`src/frbp_pkg.sv`:
```
`timescale 1ns / 1ps
// ----------------------------------------------------------------------------
// FIFO ring buffer with peek: shared definitions
// Sizes, operation codes and the control bundle that the cell row uses.
// ----------------------------------------------------------------------------
package frbp_pkg;

   // Word size matches the fixed 32-bit data fields; index and count widths follow from capacity.
   localparam int DEPTH      = 16;
   localparam int DATA_WIDTH = 32;
   localparam int IDX_W      = $clog2(DEPTH);
   localparam int CNT_W      = $clog2(DEPTH + 1);

   // Operation codes carried by a request.
   typedef enum logic [1:0] {
      FUNC_PUSH  = 2'd0,
      FUNC_POP   = 2'd1,
      FUNC_CLEAR = 2'd2,
      FUNC_PEEK  = 2'd3
   } func_type;

   // Control from the sequencer to every cell of the row.
   typedef struct packed {
      logic             shift;
      logic             load;
      logic [IDX_W-1:0] load_pos;
   } cell_ctl_type;

endpackage

```
`src/frbp_req_if.sv`:
```
`timescale 1ns / 1ps
// ----------------------------------------------------------------------------
// FIFO request channel
// Valid/ready channel that carries one operation request.
// ----------------------------------------------------------------------------
interface frbp_req_if;
   import frbp_pkg::*;

   logic                  valid;
   logic                  ready;
   func_type              func;
   logic [31:0]           push_data;
   logic [IDX_W-1:0]      peek_index;

   modport source (output valid, func, push_data, peek_index, input ready);
   modport sink   (input valid, func, push_data, peek_index, output ready);
endinterface

```
`src/frbp_rsp_if.sv`:
```
`timescale 1ns / 1ps
// ----------------------------------------------------------------------------
// FIFO response channel
// Valid/ready channel that carries the result of one request.
// ----------------------------------------------------------------------------
interface frbp_rsp_if;
   import frbp_pkg::*;

   logic                  valid;
   logic                  ready;
   logic                  ok;
   logic [31:0]           peek_data;
   logic [CNT_W-1:0]      fill_count;
   logic                  is_empty;
   logic                  is_full;

   modport source (output valid, ok, peek_data, fill_count, is_empty, is_full,
                   input ready);
   modport sink   (input valid, ok, peek_data, fill_count, is_empty, is_full,
                   output ready);
endinterface

```
`src/frbp_cell.sv`:
```
`timescale 1ns / 1ps
// ----------------------------------------------------------------------------
// FIFO storage cell
// Holds the word at one logical position from the head. Takes the word of
// its upper neighbor on a pop and loads new data when a push lands on it.
// ----------------------------------------------------------------------------
module frbp_cell #(
   parameter int POSITION = 0
) (
   input  logic                          clock,
   input  frbp_pkg::cell_ctl_type        ctl,
   input  logic [frbp_pkg::DATA_WIDTH-1:0] push_word,
   input  logic [frbp_pkg::DATA_WIDTH-1:0] neighbor_word,
   output logic [frbp_pkg::DATA_WIDTH-1:0] word
);
   import frbp_pkg::*;

   logic [DATA_WIDTH-1:0] word_ff;
   logic [DATA_WIDTH-1:0] word_in;
   logic                  hit;

   // A push writes the cell that sits right above the current fill level.
   assign hit = ctl.load && (ctl.load_pos == IDX_W'(POSITION));

   // Select the next word: shift down on pop, load on a matching push.
   always_comb begin
      word_in = word_ff;
      if (ctl.shift) begin
         word_in = neighbor_word;
      end else if (hit) begin
         word_in = push_word;
      end
   end

   // Payload register, no reset needed.
   always_ff @(posedge clock) begin
      word_ff <= word_in;
   end

   assign word = word_ff;
endmodule

```
`src/frbp_ctrl.sv`:
```
`timescale 1ns / 1ps
// ----------------------------------------------------------------------------
// FIFO sequencer
// Tracks the fill count, steers the cell row and registers each response.
// ----------------------------------------------------------------------------
module frbp_ctrl (
   input  logic                            clock,
   input  logic                            reset,
   frbp_req_if.sink                        req_chan,
   frbp_rsp_if.source                      rsp_chan,
   input  logic [frbp_pkg::DATA_WIDTH-1:0] peek_word,
   output frbp_pkg::cell_ctl_type          cell_ctl
);
   import frbp_pkg::*;

   logic [CNT_W-1:0]      count_ff;
   logic [CNT_W-1:0]      count_in;
   logic                  rsp_valid_ff;
   logic                  ok_ff;
   logic                  ok_in;
   logic [31:0]           data_ff;
   logic [31:0]           data_in;
   logic [CNT_W-1:0]      fill_ff;
   logic                  empty_ff;
   logic                  full_ff;
   logic                  accept;
   logic                  is_full_now;
   logic                  is_empty_now;

   // A new request enters whenever the response register is free or draining.
   assign req_chan.ready = !rsp_valid_ff || rsp_chan.ready;
   assign accept         = req_chan.valid && req_chan.ready;

   assign is_full_now  = (count_ff == CNT_W'(DEPTH));
   assign is_empty_now = (count_ff == '0);

   // Decode the operation into a new count and the response fields.
   always_comb begin
      count_in = count_ff;
      ok_in    = 1'b0;
      data_in  = '0;
      case (req_chan.func)
         FUNC_PUSH: begin
            if (!is_full_now) begin
               count_in = count_ff + CNT_W'(1);
               ok_in    = 1'b1;
            end
         end
         FUNC_POP: begin
            if (!is_empty_now) begin
               count_in = count_ff - CNT_W'(1);
               ok_in    = 1'b1;
            end
         end
         FUNC_CLEAR: begin
            count_in = '0;
            ok_in    = 1'b1;
         end
         FUNC_PEEK: begin
            if (CNT_W'(req_chan.peek_index) < count_ff) begin
               ok_in   = 1'b1;
               data_in = 32'(peek_word);
            end
         end
         default: begin
            ok_in = 1'b0;
         end
      endcase
   end

   // Row control: a pop shifts every cell down, a push loads one cell.
   always_comb begin
      cell_ctl.shift    = accept && (req_chan.func == FUNC_POP) && !is_empty_now;
      cell_ctl.load     = accept && (req_chan.func == FUNC_PUSH) && !is_full_now;
      cell_ctl.load_pos = count_ff[IDX_W-1:0];
   end

   // Count and response valid are control state.
   always_ff @(posedge clock) begin
      if (reset) begin
         count_ff     <= '0;
         rsp_valid_ff <= 1'b0;
      end else begin
         if (accept) begin
            count_ff     <= count_in;
            rsp_valid_ff <= 1'b1;
         end else if (rsp_chan.ready) begin
            rsp_valid_ff <= 1'b0;
         end
      end
   end

   // Response payload is captured with each accepted request.
   always_ff @(posedge clock) begin
      if (accept) begin
         ok_ff    <= ok_in;
         data_ff  <= data_in;
         fill_ff  <= count_in;
         empty_ff <= (count_in == '0);
         full_ff  <= (count_in == CNT_W'(DEPTH));
      end
   end

   assign rsp_chan.valid      = rsp_valid_ff;
   assign rsp_chan.ok         = ok_ff;
   assign rsp_chan.peek_data  = data_ff;
   assign rsp_chan.fill_count = fill_ff;
   assign rsp_chan.is_empty   = empty_ff;
   assign rsp_chan.is_full    = full_ff;
endmodule

```
`src/fifo_ring_buffer_with_peek.sv`:
```
`timescale 1ns / 1ps
// ----------------------------------------------------------------------------
// FIFO ring buffer with peek
// Sixteen-word first-in first-out store with push, pop, clear and peek.
//
//   Channel    Dir   Content
//   req_chan   in    func, push_data, peek_index
//   rsp_chan   out   ok, peek_data, fill_count, is_empty, is_full
//
// Every request gives one registered response, held until it is read.
// A new request is taken in every cycle in which the response register is
// empty or being read, so the rate is one request per cycle.
// Reset empties the store at once; stored words need no clearing.
// A stalled response holds its register and stalls the request side.
// ----------------------------------------------------------------------------
module fifo_ring_buffer_with_peek (
   input  logic       clock,
   input  logic       reset,
   frbp_req_if.sink   req_chan,
   frbp_rsp_if.source rsp_chan
);
   import frbp_pkg::*;

   cell_ctl_type          cell_ctl;
   logic [DATA_WIDTH-1:0] cell_word [DEPTH];
   logic [DATA_WIDTH-1:0] peek_word;

   // Sequencer for count, row control and responses.
   frbp_ctrl u_ctrl (
      .clock     (clock),
      .reset     (reset),
      .req_chan  (req_chan),
      .rsp_chan  (rsp_chan),
      .peek_word (peek_word),
      .cell_ctl  (cell_ctl)
   );

   // Row of cells; cell zero always holds the head word.
   for (genvar i = 0; i < DEPTH; i++) begin : g_cell
      logic [DATA_WIDTH-1:0] upper_word;

      if (i == DEPTH - 1) begin : g_last
         assign upper_word = cell_word[i];
      end else begin : g_mid
         assign upper_word = cell_word[i + 1];
      end

      frbp_cell #(
         .POSITION (i)
      ) u_cell (
         .clock         (clock),
         .ctl           (cell_ctl),
         .push_word     (DATA_WIDTH'(req_chan.push_data)),
         .neighbor_word (upper_word),
         .word          (cell_word[i])
      );
   end

   // Peek selects the cell at the requested distance from the head.
   assign peek_word = cell_word[req_chan.peek_index];
endmodule

```
`src/flat_wrapper.sv`:
```
// flat-port wrapper written by rule: the top's interface ports become plain ports
module fifo_ring_buffer_with_peek_flat import frbp_pkg::*;
  (clock, reset, req_chan_valid, req_chan_func, req_chan_push_data, req_chan_peek_index, req_chan_ready, rsp_chan_valid, rsp_chan_ok, rsp_chan_peek_data, rsp_chan_fill_count, rsp_chan_is_empty, rsp_chan_is_full, rsp_chan_ready);
  frbp_req_if req_chan_i ();
  frbp_rsp_if rsp_chan_i ();
  input  logic clock;
  input  logic reset;
  input wire logic [$bits(req_chan_i.valid)-1:0] req_chan_valid;
  input wire logic [$bits(req_chan_i.func)-1:0] req_chan_func;
  input wire logic [$bits(req_chan_i.push_data)-1:0] req_chan_push_data;
  input wire logic [$bits(req_chan_i.peek_index)-1:0] req_chan_peek_index;
  output wire logic [$bits(req_chan_i.ready)-1:0] req_chan_ready;
  output wire logic [$bits(rsp_chan_i.valid)-1:0] rsp_chan_valid;
  output wire logic [$bits(rsp_chan_i.ok)-1:0] rsp_chan_ok;
  output wire logic [$bits(rsp_chan_i.peek_data)-1:0] rsp_chan_peek_data;
  output wire logic [$bits(rsp_chan_i.fill_count)-1:0] rsp_chan_fill_count;
  output wire logic [$bits(rsp_chan_i.is_empty)-1:0] rsp_chan_is_empty;
  output wire logic [$bits(rsp_chan_i.is_full)-1:0] rsp_chan_is_full;
  input wire logic [$bits(rsp_chan_i.ready)-1:0] rsp_chan_ready;
  assign req_chan_i.valid = req_chan_valid;
  assign req_chan_i.func = req_chan_func;
  assign req_chan_i.push_data = req_chan_push_data;
  assign req_chan_i.peek_index = req_chan_peek_index;
  assign req_chan_ready = req_chan_i.ready;
  assign rsp_chan_valid = rsp_chan_i.valid;
  assign rsp_chan_ok = rsp_chan_i.ok;
  assign rsp_chan_peek_data = rsp_chan_i.peek_data;
  assign rsp_chan_fill_count = rsp_chan_i.fill_count;
  assign rsp_chan_is_empty = rsp_chan_i.is_empty;
  assign rsp_chan_is_full = rsp_chan_i.is_full;
  assign rsp_chan_i.ready = rsp_chan_ready;
  fifo_ring_buffer_with_peek u_core (.clock(clock), .reset(reset), .req_chan(req_chan_i), .rsp_chan(rsp_chan_i));
endmodule
```
`config.mk`:
```
export PLATFORM = sky130hd
export DESIGN_NAME = fifo_ring_buffer_with_peek_flat
export DESIGN_NICKNAME = d
export VERILOG_FILES = /design/src/frbp_pkg.sv /design/src/frbp_req_if.sv /design/src/frbp_rsp_if.sv /design/src/frbp_cell.sv /design/src/frbp_ctrl.sv /design/src/fifo_ring_buffer_with_peek.sv /design/src/flat_wrapper.sv
export SDC_FILE = /design/constraint.sdc
export NUM_CORES = 1
export LEC_CHECK = 0
export BUFFER_PORTS_ARGS = -buffer_cell sky130_fd_sc_hd__buf_2
export CAP_MARGIN = 10
export CORE_UTILIZATION = 32
export DETAILED_ROUTE_END_ITERATION = 16
export PLACE_DENSITY = 0.56
export SLEW_MARGIN = 10
export SYNTH_ARGS = -nofsm -noshare
export SYNTH_HDL_FRONTEND = slang
export SYNTH_SLANG_ARGS = --single-unit
```
`constraint.sdc`:
```
create_clock -name clock -period 13.3 [get_ports clock]
set_clock_uncertainty 0.05 [all_clocks]
set_input_delay 1.995 -clock clock [delete_from_list [all_inputs] [get_ports clock]]
set_output_delay 1.995 -clock clock [all_outputs]
set_load 0.05 [all_outputs]
```
## Yosys cells after proc, flatten, opt, wreduce, memory -nomap -nowiden

Index checks and enable logic that the tools add are counted.

| operators by class | value |
|---|---|
| add/sub/neg operators | 2 |
| order comparisons | 2 |
| eq/ne operators | 20 |
| muxes and demuxes | 42 |
| bitwise gates (word level) | 2 |
| reductions and logical operators | 47 |

Operators with widths:

| kind | number |
|---|---|
| 2-to-1 mux 32 bit | 32 |
| binary-select mux 32 bit (select 4 bit) | 1 |
| equality test 4 bit, second input constant | 8 |
| nonzero test 2 bit | 16 |
| logical AND 1 bit | 21 |
| equality test 4 x 3 -> 1 bit, second input constant | 4 |
| one-hot mux 5 bit (3 select lines) | 1 |
| equality test 5 bit, second input constant | 2 |
| zero test 5 bit | 2 |
| 2-to-1 mux 5 bit | 2 |
| equality test 4 x 2 -> 1 bit, second input constant | 2 |
| adder 5 x 1 -> 5 bit, second input constant | 1 |
| >= comparator 5 bit, second input constant | 1 |
| < comparator 4 x 5 -> 1 bit | 1 |
| 2-to-1 mux 1 bit | 5 |
| NOT 4 -> 5 bit | 1 |
| subtractor 5 x 1 -> 5 bit, second input constant | 1 |
| equality test 2 bit, second input constant | 2 |
| equality test 4 x 1 -> 1 bit, second input constant | 1 |
| zero test 4 bit | 1 |
| one-hot mux 1 bit (4 select lines) | 1 |
| AND reduction 2 bit | 2 |
| zero test 1 bit | 3 |
| equality test 2 x 1 -> 1 bit, second input constant | 1 |
| other kinds (3) | 3 |

| word-level totals | value |
|---|---|
| bits in registers | 558 |
| logic and storage cells | 138 |

## Depth between registers and ports, before layout

| logic depth | value |
|---|---|
| depth in word-level cells | 8 |
| gate-level depth with buffers | 9 |
| mapped depth without buffers | 7 |

## Modules after synthesis

From an unflattened synthesis, not the netlist that was laid out.

| second synthesis, totals | value |
|---|---|
| cells, all modules | 1604 |
| area total of the unflattened synthesis | 30247.8 µm² |

Modules (own cells, without submodules):

| module | instances | cells each | area an instance (µm²) |
|---|---|---|---|
| frbp_cell at u_core.g_cell[10].u_cell ... | 10 | 70 | 1517.7 |
| frbp_cell at u_core.g_cell[0].u_cell ... | 5 | 70 | 1515.2 |
| fifo_ring_buffer_with_peek | 1 | 271 | 3728.6 |
| frbp_ctrl | 1 | 213 | 2249.7 |
| frbp_cell at u_core.g_cell[15].u_cell | 1 | 70 | 1516.5 |

## Worst setup path before layout

No wires, ideal clock.

| timing | value |
|---|---|
| path type | input to register |
| start point | input port rsp_chan_ready |
| end point | register u_core.g_cell[15].u_cell.word_ff[0], enable pin |
| setup time | 0.461 ns |
| data arrival time | 6.163 ns |
| data required time | 12.789 ns |
| slack | 6.626 ns |
| stages | 5 |
| path through | nand2b_1 > nand2_2 > inv_1 > nand2_1 > nor3_1 |

| on the way | value |
|---|---|
| longest elaborated chain between the ends | 6 |
| elaborated cells on any way between the ends | 9 |
| those cells by class | 1 x bitwise; 8 x reduce/logical |

RTL lines:

| item | RTL line | RTL |
|---|---|---|
| start, declared | flat_wrapper.sv:19 | `input wire logic [$bits(rsp_chan_i.ready)-1:0] rsp_chan_ready;` |
| logical OR 1 bit * | frbp_ctrl.sv:31 | `assign req_chan.ready = !rsp_valid_ff \|\| rsp_chan.ready;` |
| logical AND 1 bit * | frbp_ctrl.sv:32 | `assign accept = req_chan.valid && req_chan.ready;` |
| via u_core.u_ctrl.accept | frbp_ctrl.sv:26 | `logic accept;` |
| logical AND 1 bit, on equally long branches (2 in series) | frbp_ctrl.sv:74, frbp_ctrl.sv:73 |  |
| logical AND 1 bit or NOT 1 bit (tied branches) | -- |  |
| AND reduction 2 bit (no source line) * | -- |  |
| end signal, assigned | frbp_cell.sv:37 | `word_ff <= word_in;` |
| end, declared | frbp_cell.sv:18 | `logic [DATA_WIDTH-1:0] word_ff;` |

Mark *: on every way through the listed nets, which the timed path passes. The rest lies on a longest branch.
A chain may end at the register's enable or synchronous reset.

## Worst setup path after layout

| timing | value |
|---|---|
| start point | input port req_chan_peek_index[0] |
| end point | register u_core.u_ctrl.data_ff[5], in the netlist u_core.u_ctrl.rsp_chan.peek_data[5], data pin |

| on the way | value |
|---|---|
| longest elaborated chain between the ends | 4 |
| elaborated cells on any way between the ends | 6 |
| those cells by class | 1 x order compare; 3 x mux; 1 x bitwise; 1 x reduce/logical |

RTL lines:

| item | RTL line | RTL |
|---|---|---|
| start, declared | flat_wrapper.sv:11 | `input wire logic [$bits(req_chan_i.peek_index)-1:0] req_chan_peek_index;` |
| NOT 4 -> 5 bit (implied by the code) | fifo_ring_buffer_with_peek.sv:60 | `assign peek_word = cell_word[req_chan.peek_index];` |
| binary-select mux 32 bit (select 4 bit) | fifo_ring_buffer_with_peek.sv:60 |  |
| 2-to-1 mux 32 bit (implied by the code) (2 in series) | fifo_ring_buffer_with_peek.sv:60 |  |
| end signal, assigned | frbp_ctrl.sv:97 | `data_ff <= data_in;` |
| end, declared | frbp_ctrl.sv:21 | `logic [31:0] data_ff;` |

Several ways; a longest one is shown, not always the timed one. The select of a mux whose other input is x is not followed.

==> impl_summary.md <==
Outcome
The flow ran to the end, but the final reports show violations. The checks that failed: design-rule violations.

Clocking
The tree is rooted in a sky130_fd_sc_hd__clkbuf_16. The number of buffers created by CTS is 53. The H-tree generated during clock tree synthesis spans 2 levels. The CTS tree is done.

The clock latency at the later pin of the worst-skew pair is 600 ps. The number of setup buffers added after CTS is 0. After clock tree synthesis, the clock-pin slew on the worst setup and hold paths is roughly 60 ps. Hold repair after CTS inserted 0 buffers.

Counting every sink on the clock net gives between 500 and 600. The clock passes through at most 3 buffers. Post-CTS repair changed the size of 0 cells.

Synth
Among all flip-flop cells after synthesis, the most frequent one is sky130_fd_sc_hd__edfxtp_1. The post-synth net total is ~2,100. The post-synthesis cell area is roughly 26,000 um2.

The share of the Yosys chip area taken by registers is a little under two thirds. The cell count after synthesis came out at between 2,000 and 2,500. During synthesis, Yosys emitted a total of 0 warnings. The synthesized flop and latch total is ~560. The number of flops mapped to enable cells by yosys is 552. After synthesis, the share of flip-flops with an asynchronous set or reset is 0%. The post-synthesis area per instance is approximately 13 um2.

The number of library cell types mapped by synthesis is slightly below 50.

Cells and area
Leaving out fill and tap cells, the most frequent cell in the layout is sky130_fd_sc_hd__nand2_1. The area growth from synthesis to layout is 10.46%. The post-route non-filler standard cell count is around 3,200. In the layout the commonest cells are sky130_fd_sc_hd__nand2_1 (971), sky130_fd_sc_hd__edfxtp_1 (552), sky130_fd_sc_hd__mux4_2 (128). The repair_antennas step left the layout with diodes totalling 0. The post-route netlist has between 15 and 20% of its cells at a drive strength greater than 1.

The number of nets in the layout is 2,162. Once layout is complete, the utilization of the core stands at a little over a third. After filler insertion, the fill cell instance count of the layout stands at about 8,000.

Power
The power share of the clock group is 37.1%. The power per unit of standard cell area is 133.3 nW/um2. The internal power summed over all cells is roughly 0.0029 W.

Sequential cells burn 53.0% of the power. Net switching is 24.26% of the power. The maximum vdd ir drop is between 80 and 90 uV. The switching power of the nets is roughly 0.00094 W. The combinational share of power is 9.9%.

The leakage power total is just over 10 nW.

Floorplan
The overall die area is between 80,000 and 90,000 um2. The floorplan has ~100 rows. The die extent in x is 288.1 um.

The core footprint is just over 80,000 um2. Once the floorplan was initialized, standard cells occupied 32.42% of the core. The die is just under 300 um tall. The count of boundary I/O pins is 84.

Worst setup path
The setup path with the least slack is of type input pin to flop. For flop-to-flop paths, the worst setup slack is ~9200 ps. On the critical path, the stage with the largest delay is an instance of sky130_fd_sc_hd__buf_4. The required time at the worst-slack endpoint is between 10,000 and 15,000 ps. The cell that appears most often on the critical path is sky130_fd_sc_hd__buf_4. Of all nets on the critical path, the largest fanout is 57. The nature of the critical path endpoint is a flop. In this design, the stage delay of the slowest critical-path cell is ~810 ps. Walking the worst path, the cells encountered are clkbuf_8, buf_4, buf_4, mux4_2, mux2_2, a21oi_1, a211oi_1.

STA classifies the critical path startpoint as an input pin. The data arrival at the endpoint of the critical path is about 5400 ps.

Drt
The final layout contains routed wiring with a total length of roughly 66,000 um. The number of DRC markers after the initial detailed-route iteration is 1,542. The number of nets still failing antenna checks after routing is 0. For this run, design rule violations remaining after detail routing come to 2. The first-pass iteration count of the detailed router is 11. The total via count in the routed design is 16,130. Dividing the detail-routed wire length by the instance count gives just over 20 um. The via density per instance is 5.023.

STA
The final critical path takes up around two fifths of the cycle. The hold violation count in the final report came to 0. For this run, the top clock speed supported by timing is just under 0.2 GHz. Setup repair after global routing left no endpoint under its margin. The pin slew with the least headroom to its limit is around 1300 ps. The count of final max-slew check failures came to 0. Subtracting the final worst setup slack from the clock period gives roughly 5000 ps. The setup slack after layout is 8198 ps. Headroom to the max-slew limit came out at 14.42%. The final count of negative-setup-slack endpoints is 0. The setup TNS is 0 ps.

GRT
The number of antenna violations at the first check in global routing is 1. Global routing finished with a remaining overflow of 0. Global routing used between 15 and 20% of the available tracks. The via count of the first global-routing pass is 15,960.

The first global-routing pass estimated roughly 100,000 um of wire. The largest net degree at the start of global routing is 271.

Flow run
The max-capacitance violation count is 0.

Place
The minimum setup slack after placement is about 7500 ps. The post-detailed-placement half-perimeter wirelength is about 37,000 um. The port buffer count is between 80 and 90. Once placement completed, the tool counted placed cells totaling between 3,000 and 4,000. The routability congestion estimate from global placement is 0.7690.

Min path
The worst hold-check path type is flop to flop.
[synth_stat cells, drive strengths merged (2+ instances only)]
cell type	number	area share (%)
a221oi	2	0.091
o211a	2	0.076
nor3b	2	0.076
mux2i	32	1.2
buf	121	3.0
a21o	17	0.49
nand2	1000	15
mux2	32	1.4
ha	8	0.38
inv	8	0.11
nand2b	3	0.072
nor2	41	0.62
clkbuf	24	0.34
nand3	6	0.11
dfxtp	6	0.46
a21oi	38	0.73
o21a	2	0.057
and2	2	0.057
o21ai	3	0.057
nor2b	3	0.072
mux4	128	11
a211oi	33	0.95
nor4	2	0.048
edfxtp	552	63
nor3	7	0.13
[area by class of cell]
cell class	count	area [um2]	area share, %
clock inverter	24	172.7	0.5967
inverter	9	33.78	0.1167
tap	1060	1326	4.583
sequential	558	16700	57.69
multi-input combinational	1377	8623	29.80
timing repair buffer	113	679.4	2.348
clock buffer	69	1408	4.864
[registers in the layout (all words and copies together) (netlist names)]
signal,cells
u_core.g_cell.u_cell.word,512
u_core.u_ctrl.rsp_chan.peek_data,32
u_core.u_ctrl.count_ff,5
u_core.u_ctrl.rsp_chan.fill_count,5
u_core.u_ctrl.rsp_chan.is_empty,1
u_core.u_ctrl.rsp_chan.is_full,1
u_core.u_ctrl.rsp_chan.ok,1
u_core.u_ctrl.rsp_chan.valid,1
[worst max-delay path, delay by kind of cell]
kind	cells	cell delay, ps
mux	2	870
buf+inv	3	2120
compound gates	2	220
[through the flow]
step | cell area (um2) | hold slack, ps | power (W)
detailed placement | 27360 | 476.8 | 0.002467
finish | 28940 | 488.2 | 0.003857
global route | 28940 | 513.5 | 0.003992
CTS | 28940 | 490.0 | 0.003900
floorplan | 26200 | 461.1 | 0.002352
global placement | 27360 | 467.4 | 0.002455
[kinds of logic after synthesis]
family	synth area share, %
mux	13.60
fa+ha+maj	0.3821
buf+inv	3.463
compound gates	2.837
flops	63.73
simple gates	15.99
[power by group through the flow]
stage	Sequential [W]	Combinational, W	Clock [W]
floorplan	0.00210	0.000252	0
global placement	0.00208	0.000376	0
detailed placement	0.00208	0.000384	0
CTS	0.00204	0.000385	0.00147
global route	0.00205	0.000418	0.00152
finish	0.00204	0.000383	0.00143
[final timing paths]
kind,to,depth (start not counted),from
hold reg to reg,u_core.g_cell[11].u_cell.word[17],2,u_core.g_cell[12].u_cell.word[17]
hold / removal,u_core.g_cell[11].u_cell.word[17],2,u_core.g_cell[12].u_cell.word[17]
setup reg to reg,u_core.g_cell[7].u_cell.word[8],9,u_core.u_ctrl.count_ff[0]
setup / recovery,u_core.u_ctrl.rsp_chan.peek_data[5],7,req_chan_peek_index[0]
[metal layers]
| layer | share of wire, % | vias up | GRT usage [%] |
|---|---|---|---|
| met5 | 0 | - | 0 |
| met4 | 2.6 | 0 | 4.802 |
| met3 | 4.8 | 89 | 1.933 |
| met2 | 48 | 421 | 26.17 |
| met1 | 44 | 8185 | 21.64 |
| li1 | - | 7430 | - |
Power figures use the tool's default switching activity.
